## src/rtl/pcrc_pkg.sv

```systemverilog
// shared types, constants and the crc-8 byte function for the packet crc checker
// no dependencies
`timescale 1ns / 1ps

package pcrc_pkg;

    localparam int COUNT_WIDTH = 32;
    localparam int NUM_TYPES   = 8;
    localparam int TYPE_W      = 3;
    localparam int TYPE_LSB    = 5;
    localparam int ATT_W       = 5;
    localparam int MS_W        = 16;
    localparam int SHIFT_W     = MS_W + (1 << ATT_W) - 1;

    localparam logic [7:0] CRC_POLY = 8'h07;
    localparam logic [7:0] CRC_INIT = 8'h00;

    localparam logic [ATT_W-1:0] ATT_MAX = '1;

    localparam int IN_DATA_W  = 32;
    localparam int OUT_DATA_W = 72;

    // register indexes of the config port
    localparam int CFG_IDX_W = 3;
    localparam logic [CFG_IDX_W-1:0] REG_ACK_EN        = 3'd0;
    localparam logic [CFG_IDX_W-1:0] REG_TIMEOUT_MS    = 3'd1;
    localparam logic [CFG_IDX_W-1:0] REG_MAX_ATTEMPTS  = 3'd2;
    localparam logic [CFG_IDX_W-1:0] REG_BACKOFF_BASE  = 3'd3;
    localparam logic [CFG_IDX_W-1:0] REG_NO_ACK_TYPE   = 3'd4;

    typedef logic [COUNT_WIDTH-1:0] t_count;

    typedef struct packed {
        logic              ack_en;
        logic [MS_W-1:0]   timeout_ms;
        logic [3:0]        max_attempts;
        logic [MS_W-1:0]   backoff_base_ms;
        logic [TYPE_W-1:0] no_ack_type;
    } t_cfg;

    typedef struct packed {
        logic            send_ping;
        logic            ping_for_recovery;
        logic            flush_rx;
        logic [MS_W-1:0] backoff;
        logic            recovery_failed;
        logic            recovery_done;
    } t_rec_out;

    function automatic logic [7:0] crc8_byte(input logic [7:0] crc_in, input logic [7:0] data);
        logic [7:0] c;
        c = crc_in ^ data;
        for (int b = 0; b < 8; b++) begin
            if (c[7]) begin
                c = {c[6:0], 1'b0} ^ CRC_POLY;
            end else begin
                c = {c[6:0], 1'b0};
            end
        end
        return c;
    endfunction

endpackage

```

## src/rtl/packet_crc_check_and_recovery.sv

```systemverilog
// top level: input word register, crc-8 check, counters, recovery, result register
// depends on pcrc_pkg, pcrc_counters, pcrc_recovery
`timescale 1ns / 1ps
//
//  channel   direction  signals                                 width
//  s_axis    in         s_axis_tvalid/tready/tdata              32
//  m_axis    out        m_axis_tvalid/tready/tdata              72
//  cfg       in         i_cfg_valid/o_cfg_ready/index/data      3 + 16
//
//  one packet per cycle while the result is not stalled; the result word is registered
//  the crc, counter increment and recovery update all sit between the input
//  word register and the result register
//  a stalled result holds both registers; s_axis_tready drops only when both are full
//  synchronous active-low reset clears counters, recovery state and config to defaults

module packet_crc_check_and_recovery (
    input  logic                                 i_clk,
    input  logic                                 i_rst_n,
    input  logic                                 s_axis_tvalid,
    output logic                                 s_axis_tready,
    // header_byte[7:0], payload_first[15:8], payload_second[23:16], received_crc[31:24]
    input  logic [pcrc_pkg::IN_DATA_W-1:0]       s_axis_tdata,
    output logic                                 m_axis_tvalid,
    input  logic                                 m_axis_tready,
    // packet_type[2:0], crc_ok[3], computed_crc[11:4], type_count[43:12],
    // send_ping[44], ping_for_recovery[45], flush_rx[46], backoff[62:47],
    // recovery_failed[63], recovery_done[64], zero[71:65]
    output logic [pcrc_pkg::OUT_DATA_W-1:0]      m_axis_tdata,
    input  logic                                 i_cfg_valid,
    output logic                                 o_cfg_ready,
    input  logic [pcrc_pkg::CFG_IDX_W-1:0]       i_cfg_index,
    input  logic [pcrc_pkg::MS_W-1:0]            i_cfg_data
);

    pcrc_pkg::t_cfg                     r_cfg;
    logic                               r_in_valid;
    logic [pcrc_pkg::IN_DATA_W-1:0]     r_in;
    logic                               r_out_valid;
    logic [pcrc_pkg::OUT_DATA_W-1:0]    r_out;
    logic [pcrc_pkg::OUT_DATA_W-1:0]    n_out;

    logic                               w_adv;
    logic [pcrc_pkg::TYPE_W-1:0]        w_type;
    logic [7:0]                         w_crc;
    logic                               w_ok;
    logic [31:0]                        w_count;
    pcrc_pkg::t_rec_out                 w_rec;

    assign w_adv         = r_in_valid && (!r_out_valid || m_axis_tready);
    assign s_axis_tready = !r_in_valid || w_adv;
    assign m_axis_tvalid = r_out_valid;
    assign m_axis_tdata  = r_out;
    assign o_cfg_ready   = 1'b1;

    assign w_type = r_in[pcrc_pkg::TYPE_LSB +: pcrc_pkg::TYPE_W];
    assign w_crc  = pcrc_pkg::crc8_byte(pcrc_pkg::crc8_byte(
                        pcrc_pkg::crc8_byte(pcrc_pkg::CRC_INIT, r_in[7:0]),
                        r_in[15:8]), r_in[23:16]);
    assign w_ok   = (w_crc == r_in[31:24]);

    pcrc_counters u_counters (
        .i_clk   (i_clk),
        .i_rst_n (i_rst_n),
        .i_inc   (w_adv),
        .i_type  (w_type),
        .o_count (w_count)
    );

    pcrc_recovery u_recovery (
        .i_clk    (i_clk),
        .i_rst_n  (i_rst_n),
        .i_step   (w_adv),
        .i_crc_ok (w_ok),
        .i_type   (w_type),
        .i_cfg    (r_cfg),
        .o_res    (w_rec)
    );

    assign n_out = {7'd0, w_rec.recovery_done, w_rec.recovery_failed, w_rec.backoff,
                    w_rec.flush_rx, w_rec.ping_for_recovery, w_rec.send_ping,
                    w_count, w_crc, w_ok, w_type};

    always_ff @(posedge i_clk) begin
        if (!i_rst_n) begin
            r_cfg.ack_en          <= 1'b0;
            r_cfg.timeout_ms      <= 16'd1000;
            r_cfg.max_attempts    <= 4'd3;
            r_cfg.backoff_base_ms <= 16'd100;
            r_cfg.no_ack_type     <= '0;
        end else if (i_cfg_valid && o_cfg_ready) begin
            case (i_cfg_index)
                pcrc_pkg::REG_ACK_EN:       r_cfg.ack_en          <= i_cfg_data[0];
                pcrc_pkg::REG_TIMEOUT_MS:   r_cfg.timeout_ms      <= i_cfg_data;
                pcrc_pkg::REG_MAX_ATTEMPTS: r_cfg.max_attempts    <= i_cfg_data[3:0];
                pcrc_pkg::REG_BACKOFF_BASE: r_cfg.backoff_base_ms <= i_cfg_data;
                pcrc_pkg::REG_NO_ACK_TYPE:  r_cfg.no_ack_type     <= i_cfg_data[2:0];
                default: begin
                end
            endcase
        end
    end

    always_ff @(posedge i_clk) begin
        if (!i_rst_n) begin
            r_in_valid  <= 1'b0;
            r_out_valid <= 1'b0;
        end else begin
            if (s_axis_tvalid && s_axis_tready) begin
                r_in_valid <= 1'b1;
            end else if (w_adv) begin
                r_in_valid <= 1'b0;
            end
            if (w_adv) begin
                r_out_valid <= 1'b1;
            end else if (m_axis_tready) begin
                r_out_valid <= 1'b0;
            end
        end
    end

    always_ff @(posedge i_clk) begin
        if (s_axis_tvalid && s_axis_tready) begin
            r_in <= s_axis_tdata;
        end
        if (w_adv) begin
            r_out <= n_out;
        end
    end

endmodule

```

## src/rtl/pcrc_counters.sv

```systemverilog
// per-type wrapping packet counters, one increment per packet
// depends on pcrc_pkg
`timescale 1ns / 1ps

module pcrc_counters (
    input  logic                       i_clk,
    input  logic                       i_rst_n,
    input  logic                       i_inc,
    input  logic [pcrc_pkg::TYPE_W-1:0] i_type,
    output logic [31:0]                o_count
);

    pcrc_pkg::t_count r_cnt [pcrc_pkg::NUM_TYPES];
    pcrc_pkg::t_count n_cnt;
    logic [63:0]      w_wide;

    assign n_cnt   = r_cnt[i_type] + pcrc_pkg::t_count'(1);
    assign w_wide  = 64'(n_cnt);
    assign o_count = w_wide[31:0];

    always_ff @(posedge i_clk) begin
        if (!i_rst_n) begin
            for (int i = 0; i < pcrc_pkg::NUM_TYPES; i++) begin
                r_cnt[i] <= '0;
            end
        end else if (i_inc) begin
            r_cnt[i_type] <= n_cnt;
        end
    end

endmodule

```

## src/rtl/pcrc_recovery.sv

```systemverilog
// recovery state, attempt counting, backoff and ping decisions
// depends on pcrc_pkg
`timescale 1ns / 1ps

module pcrc_recovery (
    input  logic                        i_clk,
    input  logic                        i_rst_n,
    input  logic                        i_step,
    input  logic                        i_crc_ok,
    input  logic [pcrc_pkg::TYPE_W-1:0] i_type,
    input  pcrc_pkg::t_cfg              i_cfg,
    output pcrc_pkg::t_rec_out          o_res
);

    logic                              r_recovering;
    logic [pcrc_pkg::ATT_W-1:0]        r_attempt;
    logic                              n_recovering;
    logic [pcrc_pkg::ATT_W-1:0]        n_attempt;
    logic [pcrc_pkg::ATT_W-1:0]        w_att_inc;
    logic [pcrc_pkg::ATT_W-1:0]        w_shift;
    logic [pcrc_pkg::SHIFT_W-1:0]      w_shifted;
    logic [pcrc_pkg::MS_W-1:0]         w_backoff;
    logic                              w_over;

    assign w_att_inc = (r_attempt < pcrc_pkg::ATT_MAX) ? r_attempt + 1'b1 : r_attempt;
    assign w_over    = w_att_inc > {1'b0, i_cfg.max_attempts};
    assign w_shift   = w_att_inc - 1'b1;
    assign w_shifted = pcrc_pkg::SHIFT_W'(i_cfg.backoff_base_ms) << w_shift;
    assign w_backoff = (w_shifted > pcrc_pkg::SHIFT_W'(i_cfg.timeout_ms)) ?
                       i_cfg.timeout_ms : w_shifted[pcrc_pkg::MS_W-1:0];

    always_comb begin
        n_recovering = r_recovering;
        n_attempt    = r_attempt;
        o_res        = '0;
        if (!i_crc_ok) begin
            if (!r_recovering) begin
                if (w_over) begin
                    n_recovering          = 1'b0;
                    n_attempt             = '0;
                    o_res.recovery_failed = 1'b1;
                end else begin
                    n_recovering            = 1'b1;
                    n_attempt               = w_att_inc;
                    o_res.flush_rx          = 1'b1;
                    o_res.send_ping         = 1'b1;
                    o_res.ping_for_recovery = 1'b1;
                    o_res.backoff           = w_backoff;
                end
            end
        end else begin
            o_res.send_ping = i_cfg.ack_en && (i_type != i_cfg.no_ack_type);
            if (r_recovering) begin
                n_recovering        = 1'b0;
                n_attempt           = '0;
                o_res.recovery_done = 1'b1;
            end
        end
    end

    always_ff @(posedge i_clk) begin
        if (!i_rst_n) begin
            r_recovering <= 1'b0;
            r_attempt    <= '0;
        end else if (i_step) begin
            r_recovering <= n_recovering;
            r_attempt    <= n_attempt;
        end
    end

endmodule
```

## config.mk

```make
export PLATFORM = sky130hd
export DESIGN_NAME = packet_crc_check_and_recovery
export DESIGN_NICKNAME = d
export VERILOG_FILES = /design/src/rtl/pcrc_pkg.sv /design/src/rtl/packet_crc_check_and_recovery.sv /design/src/rtl/pcrc_counters.sv /design/src/rtl/pcrc_recovery.sv
export SDC_FILE = /design/constraint.sdc
export NUM_CORES = 1
export LEC_CHECK = 0
export ABC_AREA = 1
export BUFFER_PORTS_ARGS = -buffer_cell sky130_fd_sc_hd__buf_2
export CAP_MARGIN = 5
export CORE_AREA = 2 2 246 151
export CTS_CLUSTER_SIZE = 28
export DETAILED_ROUTE_END_ITERATION = 6
export DIE_AREA = 0 0 248 153
export GPL_ROUTABILITY_DRIVEN = 0
export PLACE_DENSITY = 0.8
export SETUP_SLACK_MARGIN = 0.05
export SLEW_MARGIN = 10
export SYNTH_ARGS = -nofsm -noshare
export SYNTH_HDL_FRONTEND = slang
export SYNTH_HIERARCHICAL = 1
export SYNTH_SLANG_ARGS = --single-unit
```

## constraint.sdc

```tcl
create_clock -name i_clk -period 8.3 [get_ports i_clk]
set_clock_uncertainty 0.15 [all_clocks]
set_input_delay 0.83 -clock i_clk [delete_from_list [all_inputs] [get_ports i_clk]]
set_output_delay 0.83 -clock i_clk [all_outputs]
set_load 0.005 [all_outputs]
```

==> summary.txt, run 1 <==
Power
  – Power share of the combinational group: 0.194
  – Clk network pwr share: 0.351
  – Total power of the final layout: 5.17 mW
  – Leak: 11.0 nW
  – Flop pwr share: 0.456
  – Peak supply drop: 0.244 mV
  – Switching Fraction: 0.294
  – Cell area power density: 217 nW/um^2
  – Cell-internal power: 3.65 mW
  – Switch Pwr: 1.52 mW

Logic synthesis
  – Area share of the largest cell type after synthesis: 0.486
  – Distinct cells, synth: between 40 and 50
  – Combinational family with the most area after synthesis: simple AND/OR/NAND/NOR gates
  – Arithmetic-cell share of the synthesized area counting full adders, half adders and majority gates: 0.0132
  – Mux contribution to synthesized area: 0
  – Simple-Gate Fraction of Synth Area: 0.330
  – Share of the synthesized area in compound gates (AO/OA/AOI/OAI): 0.0308
  – Combined area of all synthesized cells: 21800 um^2
  – Async S/R FF share, synth: 0
  – Number of synthesized flops with an enable pin: ~350
  – Most frequently used flop master after synthesis: sky130_fd_sc_hd__edfxtp_1
  – Top cells by instance count after synthesis: 910 x sky130_fd_sc_hd__nand2_1, 378 x sky130_fd_sc_hd__nor2_1, 353 x sky130_fd_sc_hd__edfxtp_1, 280 x sky130_fd_sc_hd__inv_1, 243 x sky130_fd_sc_hd__nand3_1
  – Most common cell in the netlist: sky130_fd_sc_hd__nand2_1
  – XOR/XNOR share of the synthesized area: 0.0113
  – Gate count of the mapped netlist: about 2700
  – Dominant cell type by area after synthesis: sky130_fd_sc_hd__edfxtp_1
  – Leading post-synthesis cells by cell area: sky130_fd_sc_hd__edfxtp_1 49%, sky130_fd_sc_hd__nand2_1 16%, sky130_fd_sc_hd__nor2_1 6.5%, sky130_fd_sc_hd__nand3_1 5.6%, sky130_fd_sc_hd__inv_1 4.8%
  – Mean area per synthesized cell: 8.18 um^2
  – Post-synthesis sequential element count: 401
  – Count of yosys warnings during synthesis: 6
  – Sequential element share of the synthesized area: 0.530

STA
  – Shortest period the worst path allows: 5.85 ns
  – Unrepaired setup endpoints after global routing: no
  – Worst slew pin tran: ~1.2 ns
  – Number of max-slew violations in the final report: 0
  – Worst slew margin relative to its limit: 0.188
  – Highest attainable clock frequency: 171 MHz
  – Hold violation count in the final report: 0
  – Final Setup Violations: 0
  – Crit share post-route: 0.705
  – Final-layout setup total negative slack: 0 ns

Global routing
  – GR Overflow Total: 0
  – Vias in the first global route: 17100
  – First-pass GRT wire length: 90900 um
  – Pin count of the biggest net entering global routing: 71
  – Number of antenna violations at the first check in global routing: 0
  – Total Routing Usage GR: 0.309

Critical path
  – Startpoint type of the worst setup path: flop
  – Data required time at the worst endpoint: about 8.5 ns
  – Worst reg2reg startpoint: u_recovery/r_attempt[0]
  – Critical-path top delay cell: sky130_fd_sc_hd__dfxtp_1
  – Arr. time, crit path: about 6.0 ns
  – Family of cells with the greatest summed delay on the critical path: simple AND/OR/NAND/NOR gates
  – Critical-path cell list: inv_1, nor2_1, ha_1, clkinv_1, nand2_1, a21o_1, nand2_1, nor3_1, ha_1, a21oi_1, o21ai_0, o21ai_0, a21boi_0, o21ai_0, nand2_1, nor2_4, nand2_4, nor2_1, nor2_1
  – Class of the most critical setup path: flop to flop
  – Peak fanout along the critical path: 32
  – Count of cell instances traversed by the critical path: 19
  – CP Buf/Inv Count: 2
  – First element of the critical path: u_recovery/r_attempt[0]
  – Critical path capture point: m_axis_tdata[58]
  – Worst r2r path cells: 19
  – Worst stage delay on the critical path: between 0.8 and 0.9 ns
  – Reg-to-reg slack, setup: 2.45 ns
  – Crit Reg-Reg Endpoint: m_axis_tdata[58]
  – Nature of the critical path endpoint: flop

Layout
  – Share of post-route cells with drive strength above 1: 0.132
  – Number of antenna cells inserted: 0
  – Number of nets in the finished design: between 2000 and 3000
  – Area added between synthesis and finish: 9.31%
  – Final design instance area without fill: ~24000 um^2
  – Area of the multi-input gates: 8460 um^2
  – Area of all sequential standard cells: approximately 12000 um^2
  – FILL cells: 2817

Die
  – Overall die width: 248 um
  – I/O pin total: 131
  – Die Outline Area: 37900 um^2
  – Die Span Y: 153 um
  – Core area: between 30000 and 40000 um^2
  – Initial Util: 0.611
  – Core Rows: 54

Clock tree
  – Buffers inserted by post-CTS timing repair: 0
  – Insertion delay of the later-clocked pin in the worst-skew pair: ~0.55 ns
  – CTS tree: built
  – Hold buffer count at CTS: 0
  – Clock edge transition at the registers on the reported setup and hold paths: 0.06 ns
  – Level count of the clock H-tree: 2
  – Number of gates resized after cts: 0
  – TritonCTS buffer count: 39
  – Root buf cell: sky130_fd_sc_hd__clkbuf_16
  – CTS Buffer Depth: 3
  – Number of sinks handled by clock tree synthesis: 401

Detailed routing
  – First-pass DRT Iterations: 6
  – Aggregate routed wire length: 58200 um
  – Wire length per cell: ~18 um
  – Iteration-0 DRC Markers: 2638
  – Antenna-violating nets left: 0
  – Vias per std cell: approximately 5.6
  – Number of DRC violations after detailed routing: 0
  – Number of vias after detailed routing: 18400

Run
  – Number of violations of the max-capacitance limit: 0

Run status
  – Status: finished clean

Placement
  – Port Buffer Count: 122
  – Total cell area at the placement stage: approximately 23000 um^2
  – HPWL reported at the end of detailed placement: roughly 38000 um

Min path
  – HP Class: input port to flop
-- worst min-delay path by stage --
stage | slack (ns) | to | startpoint | cells past startpoint
global route | 0.29 | r_in[7] | s_axis_tdata[7] | 1
finish | 0.31 | r_in[8] | s_axis_tdata[8] | 1
CTS | 0.29 | r_in[22] | s_axis_tdata[22] | 1
floorplan | 0.28 | r_cfg[20] | r_cfg[20] | 2
detailed placement | 0.29 | r_cfg[29] | r_cfg[29] | 2
global placement | 0.29 | m_axis_tdata[2] | r_in[7] | 0
-- worst register-to-register path, delay by kind of cell (launching register included) --
kind | cells | cell delay [ns]
and+or+nand+nor | 9 | 2.00
adders and majority gates | 2 | 0.97
AOI/OAI and AO/OA | 6 | 0.92
DFF | 1 | 0.88
buffers and inverters | 2 | 0.69
-- flip-flops by register name (all words and copies together) (netlist names) --
signal and flops:
m_axis_tdata 65, m_axis_tvalid 1, r_cfg 40, r_in 32
r_in_valid 1, u_counters/r_cnt 256, u_recovery/r_attempt 5, u_recovery/r_recovering 1
-- area by class of cell --
cell class	count	share of cell area
Sequential cell	401	0.484
Multi-Input combinational cell	1861	0.355
Clock buffer	49	0.0465
Tap cell	476	0.0250
Inverter	307	0.0484
Timing Repair Buffer	147	0.0335
Clock inverter	22	0.00766
-- layout by cell type, fill, tap and decap left out, types with 15 or more instances in the layout --
master,instances
sky130_fd_sc_hd__dfxtp_1,48
sky130_fd_sc_hd__nand2_1,909
sky130_fd_sc_hd__inv_2,24
sky130_fd_sc_hd__nor2_1,378
sky130_fd_sc_hd__nand2_2,62
sky130_fd_sc_hd__edfxtp_1,353
sky130_fd_sc_hd__inv_1,280
sky130_fd_sc_hd__nand3_1,243
sky130_fd_sc_hd__o21ai_0,39
sky130_fd_sc_hd__ha_1,23
sky130_fd_sc_hd__clkbuf_16,43
sky130_fd_sc_hd__nand3_2,20
sky130_fd_sc_hd__buf_2,122
sky130_fd_sc_hd__buf_4,25
sky130_fd_sc_hd__nor2_2,15
sky130_fd_sc_hd__a21oi_1,70
-- stage by stage --
| step | hold slack [ns] | utilization | worst slack, ns | cells |
|---|---|---|---|---|
| after floorplan | 0.279 | - | 2.17 | 2676 |
| after global placement | 0.293 | 0.632 | 3.07 | 3192 |
| after detailed placement | 0.293 | 0.632 | 2.69 | 3192 |
| after CTS | 0.294 | 0.668 | 2.66 | 3263 |
| after global routing | 0.292 | 0.668 | 2.00 | 3263 |
| final | 0.311 | 0.668 | 2.45 | 3263 |
-- power groups by stage --
stage	clock network, mW	logic (mW)	registers (mW)
floorplan	0	0.731	2.39
global placement	0	0.927	2.39
detailed placement	0	0.967	2.40
CTS	1.83	0.975	2.36
global route	1.92	1.11	2.37
finish	1.81	1.00	2.36
-- cells by family after synthesis --
logic type | Yosys count
flip-flops | 401
XOR/XNOR | 24
other | 2
AO/OA/AOI/OAI | 125
adder cells (fa/ha/maj) | 23
AND/OR/NAND/NOR | 1681
buffers and inverters | 414
-- per-layer routing --
| layer | GRT usage | routed length, um | vias to the layer above |
|---|---|---|---|
| met3 | 0.0734 | 7600 | 149 |
| met4 | 0.100 | 1760 | 0 |
| met1 | 0.468 | 24700 | 8430 |
| li1 | - | - | 8656 |
| met2 | 0.435 | 24200 | 1181 |
| met5 | 0 | 0 | - |
Power figures use the tool's default switching activity.
==> inputs of run 2 (changes only) <==
--- a/config.mk
+++ b/config.mk
@@ -5,13 +5,13 @@
 export SDC_FILE = /design/constraint.sdc
 export NUM_CORES = 1
 export LEC_CHECK = 0
-export ABC_AREA = 1
+export ABC_AREA = 0
 export BUFFER_PORTS_ARGS = -buffer_cell sky130_fd_sc_hd__buf_2
 export CAP_MARGIN = 5
-export CORE_AREA = 2 2 246 151
+export CORE_AREA = 2 2 239 147
 export CTS_CLUSTER_SIZE = 28
 export DETAILED_ROUTE_END_ITERATION = 6
-export DIE_AREA = 0 0 248 153
+export DIE_AREA = 0 0 241 149
 export GPL_ROUTABILITY_DRIVEN = 0
 export PLACE_DENSITY = 0.8
 export SETUP_SLACK_MARGIN = 0.05
==> constraint.sdc (replaced) <==
create_clock -name i_clk -period 6 [get_ports i_clk]
set_clock_uncertainty 0.15 [all_clocks]
set_input_delay 0.6 -clock i_clk [delete_from_list [all_inputs] [get_ports i_clk]]
set_output_delay 0.6 -clock i_clk [all_outputs]
set_load 0.005 [all_outputs]
==> summary.txt, run 2 <==
Critical path
  – Class of the most critical setup path: flop to flop (unchanged)
  – Count of cell instances traversed by the critical path: 19 (unchanged)
  – Startpoint type of the worst setup path: flop (unchanged)
  – Peak fanout along the critical path: 16 (was 32)
  – Data required time at the worst endpoint: 6.22 ns (was 8.45 ns)
  – CP Buf/Inv Count: 2 (unchanged)
  – Critical-path top delay cell: sky130_fd_sc_hd__dfxtp_1 (unchanged)
  – First element of the critical path: u_recovery/r_attempt[0] (unchanged)
  – Family of cells with the greatest summed delay on the critical path: compound AO/OA/AOI/OAI gates (was simple AND/OR/NAND/NOR gates)
  – Arr. time, crit path: 5.57 ns (was 6.00 ns)
  – Critical-path cell list: ha_1, a41oi_1, ha_1, inv_1, mux4_2, a21o_1, nand2_1, a21oi_1, ha_1, a21o_1, a21o_1, a21o_1, a21oi_1, o21ai_0, o21ai_0, a21oi_1, a2111oi_4, buf_4, mux2i_1 (was inv_1, nor2_1, ha_1, clkinv_1, nand2_1, a21o_1, nand2_1, nor3_1, ha_1, a21oi_1, o21ai_0, o21ai_0, a21boi_0, o21ai_0, nand2_1, nor2_4, nand2_4, nor2_1, nor2_1)
  – Crit Reg-Reg Endpoint: m_axis_tdata[54] (was m_axis_tdata[58])
  – Reg-to-reg slack, setup: 0.65 ns (was 2.45 ns)
  – Most frequent cell on the critical path: sky130_fd_sc_hd__a21o_1
  – Nature of the critical path endpoint: flop (unchanged)
  – Critical path capture point: m_axis_tdata[54] (was m_axis_tdata[58])
  – Worst r2r path cells: 19 (unchanged)
  – Worst reg2reg startpoint: u_recovery/r_attempt[0] (unchanged)
  – Worst stage delay on the critical path: 0.52 ns (was 0.88 ns)

Logic synthesis
  – Most common cell in the netlist: sky130_fd_sc_hd__edfxtp_1 (was sky130_fd_sc_hd__nand2_1)
  – Async S/R FF share, synth: 0 (unchanged)
  – Post-synthesis sequential element count: 401 (unchanged)
  – Top cells by instance count after synthesis: 353 x sky130_fd_sc_hd__edfxtp_1, 285 x sky130_fd_sc_hd__nor2_1, 169 x sky130_fd_sc_hd__nand2_1, 78 x sky130_fd_sc_hd__mux2i_1, 58 x sky130_fd_sc_hd__inv_1 (was 910 x sky130_fd_sc_hd__nand2_1, 378 x sky130_fd_sc_hd__nor2_1, 353 x sky130_fd_sc_hd__edfxtp_1, 280 x sky130_fd_sc_hd__inv_1, 243 x sky130_fd_sc_hd__nand3_1)
  – Area share of the largest cell type after synthesis: 0.521 (was 0.486)
  – Count of yosys warnings during synthesis: 6 (unchanged)
  – Sequential element share of the synthesized area: 0.568 (was 0.530)
  – Dominant cell type by area after synthesis: sky130_fd_sc_hd__edfxtp_1 (unchanged)
  – Mean area per synthesized cell: 12.5 um^2 (was 8.18 um^2)
  – Combined area of all synthesized cells: 20300 um^2 (was 21800 um^2)
  – Distinct cells, synth: 103 (was 49)
  – Gate count of the mapped netlist: 1628 (was 2670)
  – Number of synthesized flops with an enable pin: 353 (unchanged)
  – Leading post-synthesis cells by cell area: sky130_fd_sc_hd__edfxtp_1 52%, sky130_fd_sc_hd__mux4_2 5.9%, sky130_fd_sc_hd__nor2_1 5.3%, sky130_fd_sc_hd__dfxtp_1 4.7%, sky130_fd_sc_hd__mux2i_1 3.8% (was sky130_fd_sc_hd__edfxtp_1 49%, sky130_fd_sc_hd__nand2_1 16%, sky130_fd_sc_hd__nor2_1 6.5%, sky130_fd_sc_hd__nand3_1 5.6%, sky130_fd_sc_hd__inv_1 4.8%)
  – Most frequently used flop master after synthesis: sky130_fd_sc_hd__edfxtp_1 (unchanged)

Clock tree
  – Root buf cell: sky130_fd_sc_hd__clkbuf_16 (unchanged)
  – TritonCTS buffer count: 38 (was 39)
  – CTS Buffer Depth: 3 (unchanged)
  – Number of gates resized after cts: 0 (unchanged)
  – Number of sinks handled by clock tree synthesis: 401 (unchanged)
  – Clock edge transition at the registers on the reported setup and hold paths: 0.06 ns (about the same)
  – Level count of the clock H-tree: 2 (unchanged)
  – Insertion delay of the later-clocked pin in the worst-skew pair: 0.54 ns (was 0.55 ns)
  – Hold buffer count at CTS: 0 (unchanged)
  – CTS tree: built (unchanged)
  – Buffers inserted by post-CTS timing repair: 0 (unchanged)

Detailed routing
  – Vias per std cell: 6.08 (was 5.64)
  – Antenna-violating nets left: 0 (unchanged)
  – Iteration-0 DRC Markers: 1504 (was 2638)
  – Aggregate routed wire length: 48700 um (was 58200 um)
  – First-pass DRT Iterations: 6 (unchanged)
  – Wire length per cell: 21.8 um (was 17.9 um)
  – Number of DRC violations after detailed routing: 0 (unchanged)
  – Number of vias after detailed routing: 13600 (was 18400)

STA
  – Final-layout setup total negative slack: 0 ns (unchanged)
  – Worst slew pin tran: 1.22 ns (was 1.21 ns)
  – Number of max-slew violations in the final report: 0 (unchanged)
  – Crit share post-route: 0.892 (was 0.705)
  – Crit path setup slack, layout: 0.648 ns (was 2.45 ns)
  – Highest attainable clock frequency: 187 MHz (was 171 MHz)
  – Shortest period the worst path allows: 5.35 ns (was 5.85 ns)
  – Final Setup Violations: 0 (unchanged)
  – Worst hold slack across all endpoints: 0.0825 ns (was 0.311 ns)
  – Hold violation count in the final report: 0 (unchanged)
  – Worst slew margin relative to its limit: 0.187 (was 0.188)
  – Unrepaired setup endpoints after global routing: no (unchanged)

Global routing
  – Number of antenna violations at the first check in global routing: 0 (unchanged)
  – Vias in the first global route: 12900 (was 17100)
  – First-pass GRT wire length: 74900 um (was 90900 um)
  – GRT met1 Usage: 0.424 (was 0.468)
  – Total Routing Usage GR: 0.276 (was 0.309)
  – GR Overflow Total: 0 (unchanged)
  – Most congested layer reported by global routing: met1 (unchanged)
  – Pin count of the biggest net entering global routing: 60 (was 71)
  – Met3 layer usage reported by global route: 0.0783 (was 0.0734)
  – Met2 track utilization from global routing: 0.389 (was 0.435)

Power
  – Cell area power density: 313 nW/um^2 (was 217 nW/um^2)
  – Leak: 8.77 nW (was 11.0 nW)
  – Peak supply drop: 0.296 mV (was 0.244 mV)

Die
  – Core Rows: 53 (was 54)
  – Overall die width: 241 um (was 248 um)
  – I/O pin total: 131 (unchanged)
  – Die Span Y: 149 um (was 153 um)
  – Initial Util: 0.597 (was 0.611)
  – Die Outline Area: 35900 um^2 (was 37900 um^2)
  – Core area: 34100 um^2 (was 35700 um^2)

Placement
  – Total cell area at the placement stage: 21200 um^2 (was 22600 um^2)
  – Post-placement setup slack: 0.772 ns (was 2.69 ns)
  – Port Buffer Count: 122 (unchanged)
  – HPWL reported at the end of detailed placement: 31700 um (was 37700 um)

Run
  – Number of violations of the max-capacitance limit: 0 (unchanged)

Layout
  – Most frequent cells in the layout: 353 x sky130_fd_sc_hd__edfxtp_1, 285 x sky130_fd_sc_hd__nor2_1, 169 x sky130_fd_sc_hd__nand2_1 (was 909 x sky130_fd_sc_hd__nand2_1, 378 x sky130_fd_sc_hd__nor2_1, 353 x sky130_fd_sc_hd__edfxtp_1)
  – Share of post-route cells with drive strength above 1: 0.196 (was 0.132)
  – Area of the multi-input gates: 7940 um^2 (was 8460 um^2)
  – Area of all sequential standard cells: 11600 um^2 (unchanged)
  – Area added between synthesis and finish: 10.5% (was 9.31%)
  – Most common cell after layout, fill and taps aside: sky130_fd_sc_hd__edfxtp_1 (was sky130_fd_sc_hd__nand2_1)
  – Number of nets in the finished design: 1816 (was 2836)
  – Max reg flops: 256 (unchanged)
  – FILL cells: 2480 (was 2817)
  – Final design instance area without fill: 22500 um^2 (was 23900 um^2)
  – Largest register by flop count: u_counters/r_cnt (unchanged)
  – Number of antenna cells inserted: 0 (unchanged)

Run status
  – Status: finished clean (unchanged)

Min path
  – HP Class: input port to flop (unchanged)
-- run 2: kinds of logic (layout without fill, tap and decap cells) --
| kind of cell | count (synthesis) | after routing | synth area share |
|---|---|---|---|
| buffers and inverters | 161 | 293 | 0.0428 |
| multiplexers | 150 | 150 | 0.112 |
| AND/OR/NAND/NOR | 640 | 640 | 0.147 |
| flip-flops | 401 | 401 | 0.568 |
| XOR/XNOR | 101 | 101 | 0.0600 |
| other | 2 | 8 | 0.000369 |
| adder cells (fa/ha/maj) | 24 | 24 | 0.0146 |
| AO/OA/AOI/OAI | 149 | 149 | 0.0549 |
-- run 2: worst reg2reg max path, stage by stage (launching register included) --
cell,delay (ns)
sky130_fd_sc_hd__dfxtp_1,0.52
sky130_fd_sc_hd__ha_1,0.33
sky130_fd_sc_hd__a41oi_1,0.34
sky130_fd_sc_hd__ha_1,0.39
sky130_fd_sc_hd__inv_1,0.45
sky130_fd_sc_hd__mux4_2,0.45
sky130_fd_sc_hd__a21o_1,0.20
sky130_fd_sc_hd__nand2_1,0.07
sky130_fd_sc_hd__a21oi_1,0.11
sky130_fd_sc_hd__ha_1,0.35
sky130_fd_sc_hd__a21o_1,0.19
sky130_fd_sc_hd__a21o_1,0.17
sky130_fd_sc_hd__a21o_1,0.18
sky130_fd_sc_hd__a21oi_1,0.14
sky130_fd_sc_hd__o21ai_0,0.11
sky130_fd_sc_hd__o21ai_0,0.18
sky130_fd_sc_hd__a21oi_1,0.09
sky130_fd_sc_hd__a2111oi_4,0.19
sky130_fd_sc_hd__buf_4,0.33
sky130_fd_sc_hd__mux2i_1,0.25
-- run 2: report_power, final --
group | internal, mW | switching (mW)
clock network | 1.38 | 1.03
registers | 3.21 | 0.0569
logic | 0.552 | 0.798
total | 5.14 | 1.89
-- run 2: layout make-up --
| cell class | count | area share |
|---|---|---|
| flip-flops and latches | 401 | 0.514 |
| multi-input cells | 1072 | 0.353 |
| clock buffers | 46 | 0.0451 |
| repair buffers | 162 | 0.0411 |
| well taps | 467 | 0.0260 |
| inverters | 62 | 0.0105 |
| clock inverters | 23 | 0.00991 |
-- run 2: per-layer routing --
metal | part of all wire | up-vias | routed length (um)
li1 | - | 6086 | -
met1 | 0.43 | 6602 | 21100
met2 | 0.42 | 813 | 20500
met3 | 0.13 | 81 | 6250
met4 | 0.019 | 0 | 931
met5 | 0 | - | 0
-- run 2: how the worst min path moves through the flow --
stage                           from         to  slack (ns)  cells after the start
floorplan                  r_cfg[20]  r_cfg[20]        0.29                      2
global placement           r_cfg[20]  r_cfg[20]        0.31                      2
detailed placement         r_cfg[20]  r_cfg[20]        0.32                      2
CTS                 s_axis_tdata[14]   r_in[14]        0.06                      1
global route        s_axis_tdata[14]   r_in[14]        0.06                      1
finish              s_axis_tdata[14]   r_in[14]        0.08                      1
-- run 2: stage by stage --
| step | util | std cells | total power [mW] |
|---|---|---|---|
| 6_report | 0.660 | 2233 | 7.03 |
| 5_1_grt | 0.660 | 2233 | 7.31 |
| 4_1_cts | 0.660 | 2233 | 7.06 |
| 3_5_place_dp | 0.623 | 2164 | 4.66 |
| 3_3_place_gp | 0.623 | 2164 | 4.61 |
| 2_1_floorplan | - | 1634 | 4.33 |
